**src/rtl/core/cqsm_pkg.sv**
```systemverilog
`timescale 1ns / 1ps
// Shared types, codes and constants of the circular queue with search and maximum.
package cqsm_pkg;

    localparam int DEPTH_DEFAULT = 64;
    localparam int CAP_W         = 7;
    localparam int OCC_W         = 7;
    localparam int WORD_W        = 32;
    localparam logic [CAP_W-1:0] CAP_RESET = 7'd64;

    localparam logic [2:0] OP_ENQ    = 3'd0;
    localparam logic [2:0] OP_DEQ    = 3'd1;
    localparam logic [2:0] OP_PEEK   = 3'd2;
    localparam logic [2:0] OP_SEARCH = 3'd3;
    localparam logic [2:0] OP_MAX    = 3'd4;
    localparam logic [2:0] OP_TRAV   = 3'd5;

    localparam logic [1:0] ST_OK    = 2'd0;
    localparam logic [1:0] ST_OVF   = 2'd1;
    localparam logic [1:0] ST_EMPTY = 2'd2;

    typedef struct packed {
        logic [2:0]               op;
        logic signed [WORD_W-1:0] value;
    } in_item_t;

    typedef struct packed {
        logic signed [WORD_W-1:0] data;
        logic                     found;
        logic [1:0]               status;
        logic [OCC_W-1:0]         occupancy;
        logic                     last;
    } out_item_t;

    // Commands from the controller to the datapath.
    typedef struct packed {
        logic accept;
        logic step;
        logic consume;
        logic finish;
    } dp_cmd_t;

    // Status from the datapath to the controller.
    typedef struct packed {
        logic [2:0] op;
        logic       empty;
        logic       left_zero;
        logic       out_free;
    } dp_stat_t;

endpackage

```
**src/rtl/core/cqsm_ctrl.sv**
```systemverilog
`timescale 1ns / 1ps
// Controller state machine that sequences each request through the queue datapath.
module cqsm_ctrl (
    input  logic               clk,
    input  logic               rst_n,
    input  logic               in_valid,
    output logic               in_stall,
    input  cqsm_pkg::dp_stat_t stat,
    output cqsm_pkg::dp_cmd_t  cmd
);

    typedef enum logic [4:0] {
        S_IDLE   = 5'b00001,
        S_DECIDE = 5'b00010,
        S_STEP1  = 5'b00100,
        S_WALK   = 5'b01000,
        S_FINISH = 5'b10000
    } state_t;

    state_t state_reg;
    state_t state_next;
    logic   pend_reg;
    logic   pend_next;

    always_comb
    begin
        state_next  = state_reg;
        pend_next   = pend_reg;
        cmd         = '0;
        in_stall    = 1'b1;
        unique case (state_reg)
            S_IDLE:
            begin
                in_stall = 1'b0;
                if (in_valid)
                begin
                    cmd.accept = 1'b1;
                    pend_next  = 1'b0;
                    state_next = S_DECIDE;
                end
            end
            S_DECIDE:
            begin
                unique case (stat.op) inside
                    cqsm_pkg::OP_DEQ, cqsm_pkg::OP_PEEK:
                        state_next = stat.empty ? S_FINISH : S_STEP1;
                    cqsm_pkg::OP_MAX, cqsm_pkg::OP_TRAV:
                        state_next = stat.empty ? S_FINISH : S_WALK;
                    cqsm_pkg::OP_SEARCH:
                        state_next = S_WALK;
                    default:
                        state_next = S_FINISH;
                endcase
            end
            S_STEP1:
            begin
                cmd.step   = 1'b1;
                state_next = S_FINISH;
            end
            S_WALK:
            begin
                // A fetched word is taken once it can be used; traverse needs the output free.
                cmd.consume = pend_reg &&
                              ((stat.op != cqsm_pkg::OP_TRAV) || stat.out_free);
                cmd.step    = !stat.left_zero && (!pend_reg || cmd.consume);
                if (cmd.step)
                begin
                    pend_next = 1'b1;
                end
                else if (cmd.consume)
                begin
                    pend_next = 1'b0;
                end
                if (stat.left_zero && !pend_reg)
                begin
                    state_next = (stat.op == cqsm_pkg::OP_TRAV) ? S_IDLE : S_FINISH;
                end
            end
            S_FINISH:
            begin
                if (stat.out_free)
                begin
                    cmd.finish = 1'b1;
                    state_next = S_IDLE;
                end
            end
            default:
            begin
                state_next = S_IDLE;
            end
        endcase
    end

    always_ff @(posedge clk or negedge rst_n)
    begin
        if (!rst_n)
        begin
            state_reg <= S_IDLE;
            pend_reg  <= 1'b0;
        end
        else
        begin
            state_reg <= state_next;
            pend_reg  <= pend_next;
        end
    end

endmodule

```
**src/rtl/core/cqsm_dp.sv**
```systemverilog
`timescale 1ns / 1ps
// Datapath: slot memory, queue pointers, walk unit, capacity register and output register.
module cqsm_dp #(
    parameter int DEPTH = cqsm_pkg::DEPTH_DEFAULT
) (
    input  logic                               clk,
    input  logic                               rst_n,
    input  cqsm_pkg::dp_cmd_t                  cmd,
    output cqsm_pkg::dp_stat_t                 stat,
    input  cqsm_pkg::in_item_t                 in_item,
    input  logic                               cfg_valid,
    input  logic [cqsm_pkg::CAP_W-1:0]         cfg_data,
    output logic                               out_valid,
    input  logic                               out_stall,
    output cqsm_pkg::out_item_t                out_item
);

    localparam int AW = (DEPTH > 1) ? $clog2(DEPTH) : 1;
    localparam int CW = $clog2(DEPTH + 1);
    localparam int KW = cqsm_pkg::CAP_W;
    localparam int EW = (CW > KW) ? CW : KW;
    localparam int OW = cqsm_pkg::OCC_W;
    localparam int DW = cqsm_pkg::WORD_W;

    logic signed [DW-1:0] slot_mem [DEPTH];

    logic [AW-1:0]        head_reg, head_next;
    logic [AW-1:0]        tail_reg, tail_next;
    logic [CW-1:0]        count_reg, count_next;
    logic [KW-1:0]        cap_reg;
    logic [2:0]           op_reg;
    logic signed [DW-1:0] key_reg;
    logic [AW-1:0]        rd_ptr_reg;
    logic [CW-1:0]        left_reg;
    logic signed [DW-1:0] rd_data_reg;
    logic signed [DW-1:0] best_reg;
    logic                 first_reg;
    logic                 hit_reg;
    logic                 out_valid_reg, out_valid_next;
    cqsm_pkg::out_item_t  out_item_reg, out_item_next;

    logic [EW-1:0]        cap_ext;
    logic [EW-1:0]        eff_cap;
    logic                 full;
    logic                 empty;
    logic                 out_free;
    logic                 wr_en;
    logic                 load_out;

    function automatic logic [AW-1:0] inc_ptr(input logic [AW-1:0] p);
        return (p == AW'(DEPTH - 1)) ? '0 : AW'(p + 1'b1);
    endfunction

    // A capacity of zero acts as one, and one above the built depth acts as the depth.
    assign cap_ext  = EW'(cap_reg);
    assign eff_cap  = (cap_reg == '0) ? EW'(1) :
                      ((cap_ext > EW'(DEPTH)) ? EW'(DEPTH) : cap_ext);
    assign full     = EW'(count_reg) >= eff_cap;
    assign empty    = (count_reg == '0);
    assign out_free = !out_valid_reg || !out_stall;
    assign wr_en    = cmd.finish && (op_reg == cqsm_pkg::OP_ENQ) && !full;

    assign stat.op        = op_reg;
    assign stat.empty     = empty;
    assign stat.left_zero = (left_reg == '0);
    assign stat.out_free  = out_free;

    always_ff @(posedge clk)
    begin
        if (wr_en)
        begin
            slot_mem[tail_reg] <= key_reg;
        end
        if (cmd.step)
        begin
            rd_data_reg <= slot_mem[rd_ptr_reg];
        end
    end

    always_comb
    begin
        head_next     = head_reg;
        tail_next     = tail_reg;
        count_next    = count_reg;
        out_item_next = out_item_reg;
        load_out      = 1'b0;

        if (cmd.finish)
        begin
            load_out               = 1'b1;
            out_item_next.data     = '0;
            out_item_next.found    = 1'b0;
            out_item_next.status   = cqsm_pkg::ST_OK;
            out_item_next.last     = 1'b1;
            unique case (op_reg)
                cqsm_pkg::OP_ENQ:
                begin
                    if (full)
                    begin
                        out_item_next.status = cqsm_pkg::ST_OVF;
                    end
                    else
                    begin
                        tail_next  = inc_ptr(tail_reg);
                        count_next = CW'(count_reg + 1'b1);
                    end
                end
                cqsm_pkg::OP_DEQ:
                begin
                    if (empty)
                    begin
                        out_item_next.status = cqsm_pkg::ST_EMPTY;
                    end
                    else
                    begin
                        out_item_next.data = rd_data_reg;
                        head_next          = inc_ptr(head_reg);
                        count_next         = CW'(count_reg - 1'b1);
                    end
                end
                cqsm_pkg::OP_PEEK:
                begin
                    if (empty)
                    begin
                        out_item_next.status = cqsm_pkg::ST_EMPTY;
                    end
                    else
                    begin
                        out_item_next.data = rd_data_reg;
                    end
                end
                cqsm_pkg::OP_SEARCH:
                begin
                    out_item_next.found = hit_reg;
                end
                cqsm_pkg::OP_MAX:
                begin
                    if (empty)
                    begin
                        out_item_next.status = cqsm_pkg::ST_EMPTY;
                    end
                    else
                    begin
                        out_item_next.data = best_reg;
                    end
                end
                cqsm_pkg::OP_TRAV:
                begin
                    // Only an empty traverse finishes here; a non-empty one emits while walking.
                    out_item_next.status = cqsm_pkg::ST_EMPTY;
                end
                default:
                begin
                end
            endcase
            out_item_next.occupancy = OW'(count_next);
        end
        else if (cmd.consume && (op_reg == cqsm_pkg::OP_TRAV))
        begin
            load_out                = 1'b1;
            out_item_next.data      = rd_data_reg;
            out_item_next.found     = 1'b0;
            out_item_next.status    = cqsm_pkg::ST_OK;
            out_item_next.occupancy = OW'(count_reg);
            out_item_next.last      = (left_reg == '0);
        end

        if (load_out)
        begin
            out_valid_next = 1'b1;
        end
        else
        begin
            out_valid_next = out_valid_reg && out_stall;
        end
    end

    always_ff @(posedge clk or negedge rst_n)
    begin
        if (!rst_n)
        begin
            head_reg      <= '0;
            tail_reg      <= '0;
            count_reg     <= '0;
            cap_reg       <= cqsm_pkg::CAP_RESET;
            left_reg      <= '0;
            out_valid_reg <= 1'b0;
        end
        else
        begin
            head_reg      <= head_next;
            tail_reg      <= tail_next;
            count_reg     <= count_next;
            out_valid_reg <= out_valid_next;
            if (cfg_valid)
            begin
                cap_reg <= cfg_data;
            end
            if (cmd.accept)
            begin
                left_reg <= count_reg;
            end
            else if (cmd.step)
            begin
                left_reg <= CW'(left_reg - 1'b1);
            end
        end
    end

    always_ff @(posedge clk)
    begin
        if (cmd.accept)
        begin
            op_reg     <= in_item.op;
            key_reg    <= in_item.value;
            rd_ptr_reg <= head_reg;
            first_reg  <= 1'b1;
            hit_reg    <= 1'b0;
        end
        else
        begin
            if (cmd.step)
            begin
                rd_ptr_reg <= inc_ptr(rd_ptr_reg);
            end
            if (cmd.consume)
            begin
                first_reg <= 1'b0;
                if (rd_data_reg == key_reg)
                begin
                    hit_reg <= 1'b1;
                end
                if (first_reg || (rd_data_reg > best_reg))
                begin
                    best_reg <= rd_data_reg;
                end
            end
        end
        if (load_out)
        begin
            out_item_reg <= out_item_next;
        end
    end

    assign out_valid = out_valid_reg;
    assign out_item  = out_item_reg;

endmodule

```
**src/rtl/core/circular_queue_with_search_max.sv**
```systemverilog
`timescale 1ns / 1ps
// Top level of the circular queue with search, maximum and traverse requests.
// The block takes one request at a time. After acceptance the controller decides in
// S_DECIDE: enqueue, the unused codes and dequeue, peek, max or traverse on an empty queue
// go straight to S_FINISH, which loads the result into the output register; dequeue and
// peek read the head slot in S_STEP1 first; search and max walk the stored words in S_WALK
// before S_FINISH, and traverse loads each of its results from S_WALK. The walk rate is
// set by the single read port of the slot memory, which yields one word per cycle while a
// traverse's output is free; a stalled output holds a traverse walk. A result sits in an
// output register, so the next request is taken while it waits. Capacity writes are always
// accepted and must be made while the queue is idle.
module circular_queue_with_search_max #(
    parameter int DEPTH = cqsm_pkg::DEPTH_DEFAULT
) (
    input  logic                        clk,
    input  logic                        rst_n,
    input  logic                        in_valid,
    output logic                        in_stall,
    input  cqsm_pkg::in_item_t          in_item,
    output logic                        out_valid,
    input  logic                        out_stall,
    output cqsm_pkg::out_item_t         out_item,
    input  logic                        cfg_valid,
    output logic                        cfg_ready,
    input  logic [cqsm_pkg::CAP_W-1:0]  cfg_data
);

    cqsm_pkg::dp_cmd_t  cmd;
    cqsm_pkg::dp_stat_t stat;

    assign cfg_ready = 1'b1;

    cqsm_ctrl u_ctrl (
        .clk      (clk),
        .rst_n    (rst_n),
        .in_valid (in_valid),
        .in_stall (in_stall),
        .stat     (stat),
        .cmd      (cmd)
    );

    cqsm_dp #(
        .DEPTH (DEPTH)
    ) u_dp (
        .clk       (clk),
        .rst_n     (rst_n),
        .cmd       (cmd),
        .stat      (stat),
        .in_item   (in_item),
        .cfg_valid (cfg_valid && cfg_ready),
        .cfg_data  (cfg_data),
        .out_valid (out_valid),
        .out_stall (out_stall),
        .out_item  (out_item)
    );

    // Only one request is in flight, so the input must stall right after an acceptance.
    assert property (@(posedge clk) disable iff (!rst_n)
        (in_valid && !in_stall) |=> in_stall)
        else $error("request accepted while another is in progress");

    // The walk never fetches past the number of stored words.
    assert property (@(posedge clk) disable iff (!rst_n)
        cmd.step |-> !stat.left_zero)
        else $error("slot fetch issued past the end of the walk");

    // A result is never loaded over one that is still waiting.
    assert property (@(posedge clk) disable iff (!rst_n)
        (cmd.finish || (cmd.consume && (stat.op == cqsm_pkg::OP_TRAV))) |-> stat.out_free)
        else $error("result loaded into a busy output register");

endmodule

```
**config.mk**
```make
export PLATFORM = sky130hd
export DESIGN_NAME = circular_queue_with_search_max
export DESIGN_NICKNAME = d
export VERILOG_FILES = /design/src/rtl/core/cqsm_pkg.sv /design/src/rtl/core/cqsm_ctrl.sv /design/src/rtl/core/cqsm_dp.sv /design/src/rtl/core/circular_queue_with_search_max.sv
export SDC_FILE = /design/constraint.sdc
export NUM_CORES = 2
export LEC_CHECK = 0
export BUFFER_PORTS_ARGS = -buffer_cell sky130_fd_sc_hd__buf_2
export CORE_ASPECT_RATIO = 0.7
export CORE_MARGIN = 8
export CORE_UTILIZATION = 45
export CTS_BUF_LIST = sky130_fd_sc_hd__clkbuf_16
export DETAILED_ROUTE_END_ITERATION = 10
export SYNTH_ARGS = -nofsm -noshare
export SYNTH_HDL_FRONTEND = slang
export SYNTH_SLANG_ARGS = --single-unit
```
**constraint.sdc**
```tcl
create_clock -name clk -period 15.18 [get_ports clk]
set_clock_uncertainty 0.2 [all_clocks]
set_input_delay 3.036 -clock clk [delete_from_list [all_inputs] [get_ports clk]]
set_output_delay 3.036 -clock clk [all_outputs]
set_load 0.02 [all_outputs]
```
== Word level (Yosys, flattened, before mapping) ==
Memory sizes are Yosys's and may differ from the RTL's. A register that Yosys moved wholly into a read port is not among the register bits.
Index checks and enable logic that the tools add are counted.
Storage, ports and cells
  bits in registers: 158
  bits in writable memories: 2048
  output and inout port bits: 46
  logic and storage cells: 129
  memories kept: 1
Cells by class
  $add $sub $neg: 6
  order comparisons: 3
  equal/unequal tests: 19
  multiplexer cells: 45
  bitwise logic cells: 3
  reduce and logical (&&, ||, !) cells: 33
Memories
  u_dp.slot_mem: depth 64, width 32, read ports 1, clocked after Yosys merged registers in 1, write ports 1, RTL line cqsm_dp.sv:25  | logic signed [DW-1:0] slot_mem [DEPTH];
Operators with widths (count)
  43-bit 2-to-1 mux: 2
  32-bit 2-to-1 mux: 2
  32-bit one-hot mux with 2 select lines: 1
  7-bit 2-to-1 mux: 6
  32-bit equality test: 1
  32-bit > comparator: 1
  5-bit 2-to-1 mux: 6
  6-bit 2-to-1 mux: 5
  5-bit one-hot mux with 5 select lines: 1
  7-bit zero test: 3
  6-bit by 1-bit adder with 6-bit output, second input constant: 3
  6-bit equality test, second input constant: 3
  1-bit 2-to-1 mux: 16
  5-bit one-hot mux with 3 select lines: 1
  3-bit AND reduction: 5
  7-bit one-hot mux with 2 select lines: 1
  7-bit by 1-bit subtractor with 7-bit output, second input constant: 2
  7-bit by 1-bit adder with 7-bit output, second input constant: 1
  7-bit >= comparator: 1
  7-bit > comparator, second input constant: 1
  1-bit logical AND: 7
  3-bit by 2-bit equality test with 1-bit output, second input constant: 2
  3-bit equality test, second input constant: 2
  2-bit one-hot mux with 3 select lines: 1
  other kinds (20): 35

== Logic depth before layout (Yosys ltp) ==
  depth after elaboration: 9
  gate-level depth with buffers: 12
  depth with buffers taken out: 11

== Cells and area by module ==
From an unflattened synthesis, not the netlist that was laid out.
Unflattened totals
  cells, all modules: 4219
  area, all modules: 87078.5 sq um
By module, submodules not included
  cqsm_dp: instances 1, cells an instance 4163, area each 86588.0 sq um, sequential area each 66835.4 sq um
  cqsm_ctrl: instances 1, cells an instance 54, area each 479.2 sq um, sequential area each 151.4 sq um
  circular_queue_with_search_max: instances 1, cells an instance 2, area each 11.3 sq um, sequential area each 0.0 sq um

== Worst setup path after synthesis ==
Ideal clock, no wire load.
  path type: input port to flip-flop
  start: input out_stall
  end: register u_dp.out_item_reg (netlist bit u_dp.out_item[0]) (enable)
  setup time: 0.505 ns
  arrival time: 6.395 ns
  required time: 14.475 ns
  path slack: 8.081 ns
  cell stages on the path: 3
  buffers on the path: 0
  cells stage by stage: nand2_1 -> o211ai_1 -> o21ai_0
On the way
  word-level cells in the longest chain between the ends: 9
Ends and longest elaborated chain
  from (decl): RTL line circular_queue_with_search_max.sv:21  | input logic out_stall,
  1-bit zero test *: RTL line cqsm_dp.sv:60  | assign out_free = !out_valid_reg || !out_stall;
  1-bit logical OR *: RTL line cqsm_dp.sv:60
  1-bit logical OR: RTL line cqsm_ctrl.sv:64  | ((stat.op != cqsm_pkg::OP_TRAV) || stat.out_free);
  1-bit logical AND: RTL line cqsm_ctrl.sv:63  | cmd.consume = pend_reg &&
  1-bit 2-to-1 mux: RTL line cqsm_ctrl.sv:31  | unique case (state_reg)
  1-bit logical AND: RTL line cqsm_dp.sv:158  | else if (cmd.consume && (op_reg == cqsm_pkg::OP_TRAV))
  1-bit 2-to-1 mux: RTL line cqsm_dp.sv:158
  1-bit 2-to-1 mux: RTL line cqsm_dp.sv:88  | if (cmd.finish)
  2-bit AND reduction (no source line) *
  to (signal assigned): RTL line cqsm_dp.sv:241  | out_item_reg <= out_item_next;
  to (decl): RTL line cqsm_dp.sv:40  | cqsm_pkg::out_item_t out_item_reg, out_item_next;
Mark *: on every way between the ends. The rest lies on a longest branch, timed or not.
A chain may end at the register's enable or synchronous reset.

== Worst setup path after layout ==
  start: input out_stall
  end: memory u_dp.slot_mem[22][11] in the netlist's numbering (enable)
On the way
  word-level cells in the longest chain between the ends: 8
Ends and longest elaborated chain
  1-bit zero test: RTL line cqsm_dp.sv:60
  1-bit logical OR: RTL line cqsm_dp.sv:60
  1-bit 2-to-1 mux: RTL line cqsm_ctrl.sv:81  | if (stat.out_free)
  1-bit 2-to-1 mux: RTL line cqsm_ctrl.sv:31
  1-bit logical AND (2 in a row): RTL line cqsm_dp.sv:61  | assign wr_en = cmd.finish && (op_reg == cqsm_pkg::OP_ENQ) && !full;
  1-bit 2-to-1 mux: RTL line cqsm_dp.sv:70  | if (wr_en)
  1-bit 2-to-1 mux (not written as such): RTL line cqsm_dp.sv:72  | slot_mem[tail_reg] <= key_reg;
  to (decl): RTL line cqsm_dp.sv:25
No other way between the ends.

==> results.toml <==
[cells_and_area]
fin_nets = 4310
area_delta_synth_final_pct = 12.15
seq_area_sq_um = 66990
multi_input_area_sq_um = 18790
final_cell_mix = "edfxtp_1 (2196), mux4_2 (516), clkbuf_16 (211)"
largest_reg_flops = 2048
fill_cells = 14840
drive_above_1_share_pct = 24.71
final_cells = 6897
layout_commonest_cell = "edfxtp_1"

[critical_path]
critical_path.max_fanout = 32
worst-setup-path-type = "in2reg"
reg2reg_to = "u_dp.rd_data_reg[26]"
regToRegStartpoint = "u_dp.rd_ptr_reg[0]"
endpoint = "u_dp.slot_mem[22][11]"
critPathLaunchType = "input port"
ff2ff_setup_slack_ns = 9.63
arrival_ns = 5.95
endpoint_kind = "flip-flop"
reg2reg_depth = 8
cp.required_ns = 15.40
crit_start = "out_stall"

[run]
max-cap-violations = 0

[global_routing]
track_usage_pct = 22.34
grt_max_degree = 125
grt.overflow.total = 0
antenna_found_initial = 16
grt_pass1_wl_mm = 326.5
grt_pass1_vias = 40900

[min_path]
min-delay-path-class = "reg2reg"

[floorplanning]
start_util_pct = 45.29
die_height_um = 382.5
fp-row-count = 134
ios = 93
die-area_sq_um = 206400
core_sq_um = 190600
die_x_um = 539.6

[detailed_routing]
drt_iter0_drc = 6497
firstDrtPassIters = 6
post-route-drc-count = 0
viasPerCell = 6.245
wl_mm = 236.1
ant_nets = 0
route.detailed.wl_per_inst_um = 34.23
routed-via-count = 43070

[cts]
numCtsBuffers = 207
clk_latency_ns = 0.84
cts_hold_buf = 0
cts_resized = 0
path_clk_slew_ns = 0.06
cts-root-buf = "clkbuf_16"
cts_buffer_depth = 4
cts-htree-levels = 4
post-cts-setup-buffers = 0
cts_tree = "done"
clock_sinks = 2238

[placement]
dpl.cell_count = 6524
dpl.hpwl_mm = 141.7
finalWeightedCongestion = 0.8270
port_buffers = 91

[synth]
muxShareOfSynthArea_pct = 14.45
synth_xor_area_share_pct = 0.4970
yosys_most_used_dff = "edfxtp_1"
syn_nets = 4129
ys_seq_area_share_pct = 77.58
synth_top_family_by_area = "multiplexers"
synth_area_leader_cell = "edfxtp_1"
ys_ff_latch = 2238
yosys.area_share.adder_pct = 0.6666
post_synth_and_or_nand_nor_area_fraction_pct = 1.824
async_flop_share_pct = 1.787
synth_compound_area_share_pct = 3.692
synth_area_leaders = "edfxtp_1 (76%), mux4_2 (13%), dfrtp_1 (1.1%), o21ai_0 (0.99%), mux2i_1 (0.83%)"
netlist_area_sq_um = 86340
synth-edff-count = 2196
synth_cells = 4036
avgSynthCellArea_sq_um = 21.39
synth_cell_type_count = 70
yosys_warnings = 0
synth_top_area_share_pct = 76.37

[timing]
setup-violations-final = 0
maxSlewHeadroom_pct = 11.33
totalNegativeSetupSlack_ns = 0
rsz0062_at_grt = "no"
fin_crit_sh_pct = 37.73
final-max-slew-violation-count = 0
tightest_slew_ns = 1.320
fin_crit_ns = 5.728
fmax_ghz = 0.1746
hold_viol = 0

[pwr]
p_total_mw = 16.66
ir_worst_vdd_uv = 149.9
power.density_nw_per_um2 = 172.0
p_leak_nw = 30.46

[status]
outcome = "complete, no violations"
==> per-layer routing <==
metal	track usage (%)	wire length [um]	vias to the layer above
li1	-	-	17320
met1	35.68	103700	23110
met2	29.90	96860	2406
met3	7.334	31370	244
met4	4.175	4189	0
met5	0	0	-
==> Yosys cell counts, types with 4 or more instances <==
cell type / number
clkbuf_1: 117
edfxtp_1: 2196
nand2_1: 82
mux2_2: 12
buf_2: 61
a22oi_1: 60
dfrtp_1: 38
mux4_2: 516
buf_4: 10
xor2_1: 35
nand3b_1: 5
o22ai_1: 7
nand2b_1: 5
inv_1: 45
a31oi_1: 4
a21oi_1: 136
nor2_1: 126
or4_1: 6
and3_1: 6
xnor2_1: 14
ha_1: 46
buf_1: 28
nor3_1: 12
mux2i_1: 72
o21ai_0: 170
a22o_1: 33
nand4_1: 17
o221ai_1: 63
a21o_1: 8
nand3_1: 18
nor2b_1: 9
o31ai_1: 8
or3_1: 4
nor4_1: 15
==> how the worst min path moves through the flow <==
stage                              start        endpoint  slack (ns)  cells after the start
after floorplan             u_dp.hit_reg    u_dp.hit_reg        0.24                      2
after global placement    u_dp.first_reg  u_dp.first_reg        0.29                      1
after detailed placement  u_dp.first_reg  u_dp.first_reg        0.30                      1
after CTS                 u_dp.first_reg  u_dp.first_reg        0.31                      1
after global routing      u_dp.first_reg  u_dp.first_reg        0.33                      1
final                     u_dp.first_reg  u_dp.first_reg        0.31                      1
==> critical path: stages <==
cell	delay, ns
buf_2	0.11
nand2_1	0.12
and2_4	0.22
nand2_4	0.11
or2_1	0.29
or4b_1	0.79
buf_4	0.36
nor2_4	0.86
==> report_power, final <==
| part | leakage [nW] | internal [mW] | total [mW] | switching [mW] |
|---|---|---|---|---|
| logic | 6.86 | 1.42 | 4.30 | 2.89 |
| registers | 20.3 | 7.20 | 7.29 | 0.0896 |
| clock network | 3.33 | 2.83 | 5.06 | 2.23 |
==> area by class of cell <==
| cell class | instances | area share, % |
|---|---|---|
| antenna | 6 | 0.01550 |
| inverter | 46 | 0.1861 |
| sequential | 2238 | 69.17 |
| tap | 2516 | 3.251 |
| clock buffer | 211 | 5.452 |
| multi-input combinational | 1535 | 19.41 |
| timing repair buffer | 189 | 1.308 |
| clock inverter | 156 | 1.208 |
==> cell families after synthesis <==
group / after synthesis
compound gates: 510
flops: 2238
fa+ha+maj: 46
mux: 600
simple gates: 329
buf+inv: 263
xor+xnor: 49
other cells: 1
==> per-stage QoR <==
step                instance area [sq um]  hold slack (ns)  utilization, %  setup slack, ns
detailed placement                  90370           0.2952           47.41            8.613
finish                              96840           0.3088           50.80            9.452
global route                        96830           0.3293           50.79            9.290
global placement                    90370           0.2891           47.41            8.649
CTS                                 96820           0.3107           50.79            9.506
floorplan                           86340           0.2412               -            8.081
Power figures use the tool's default switching activity.
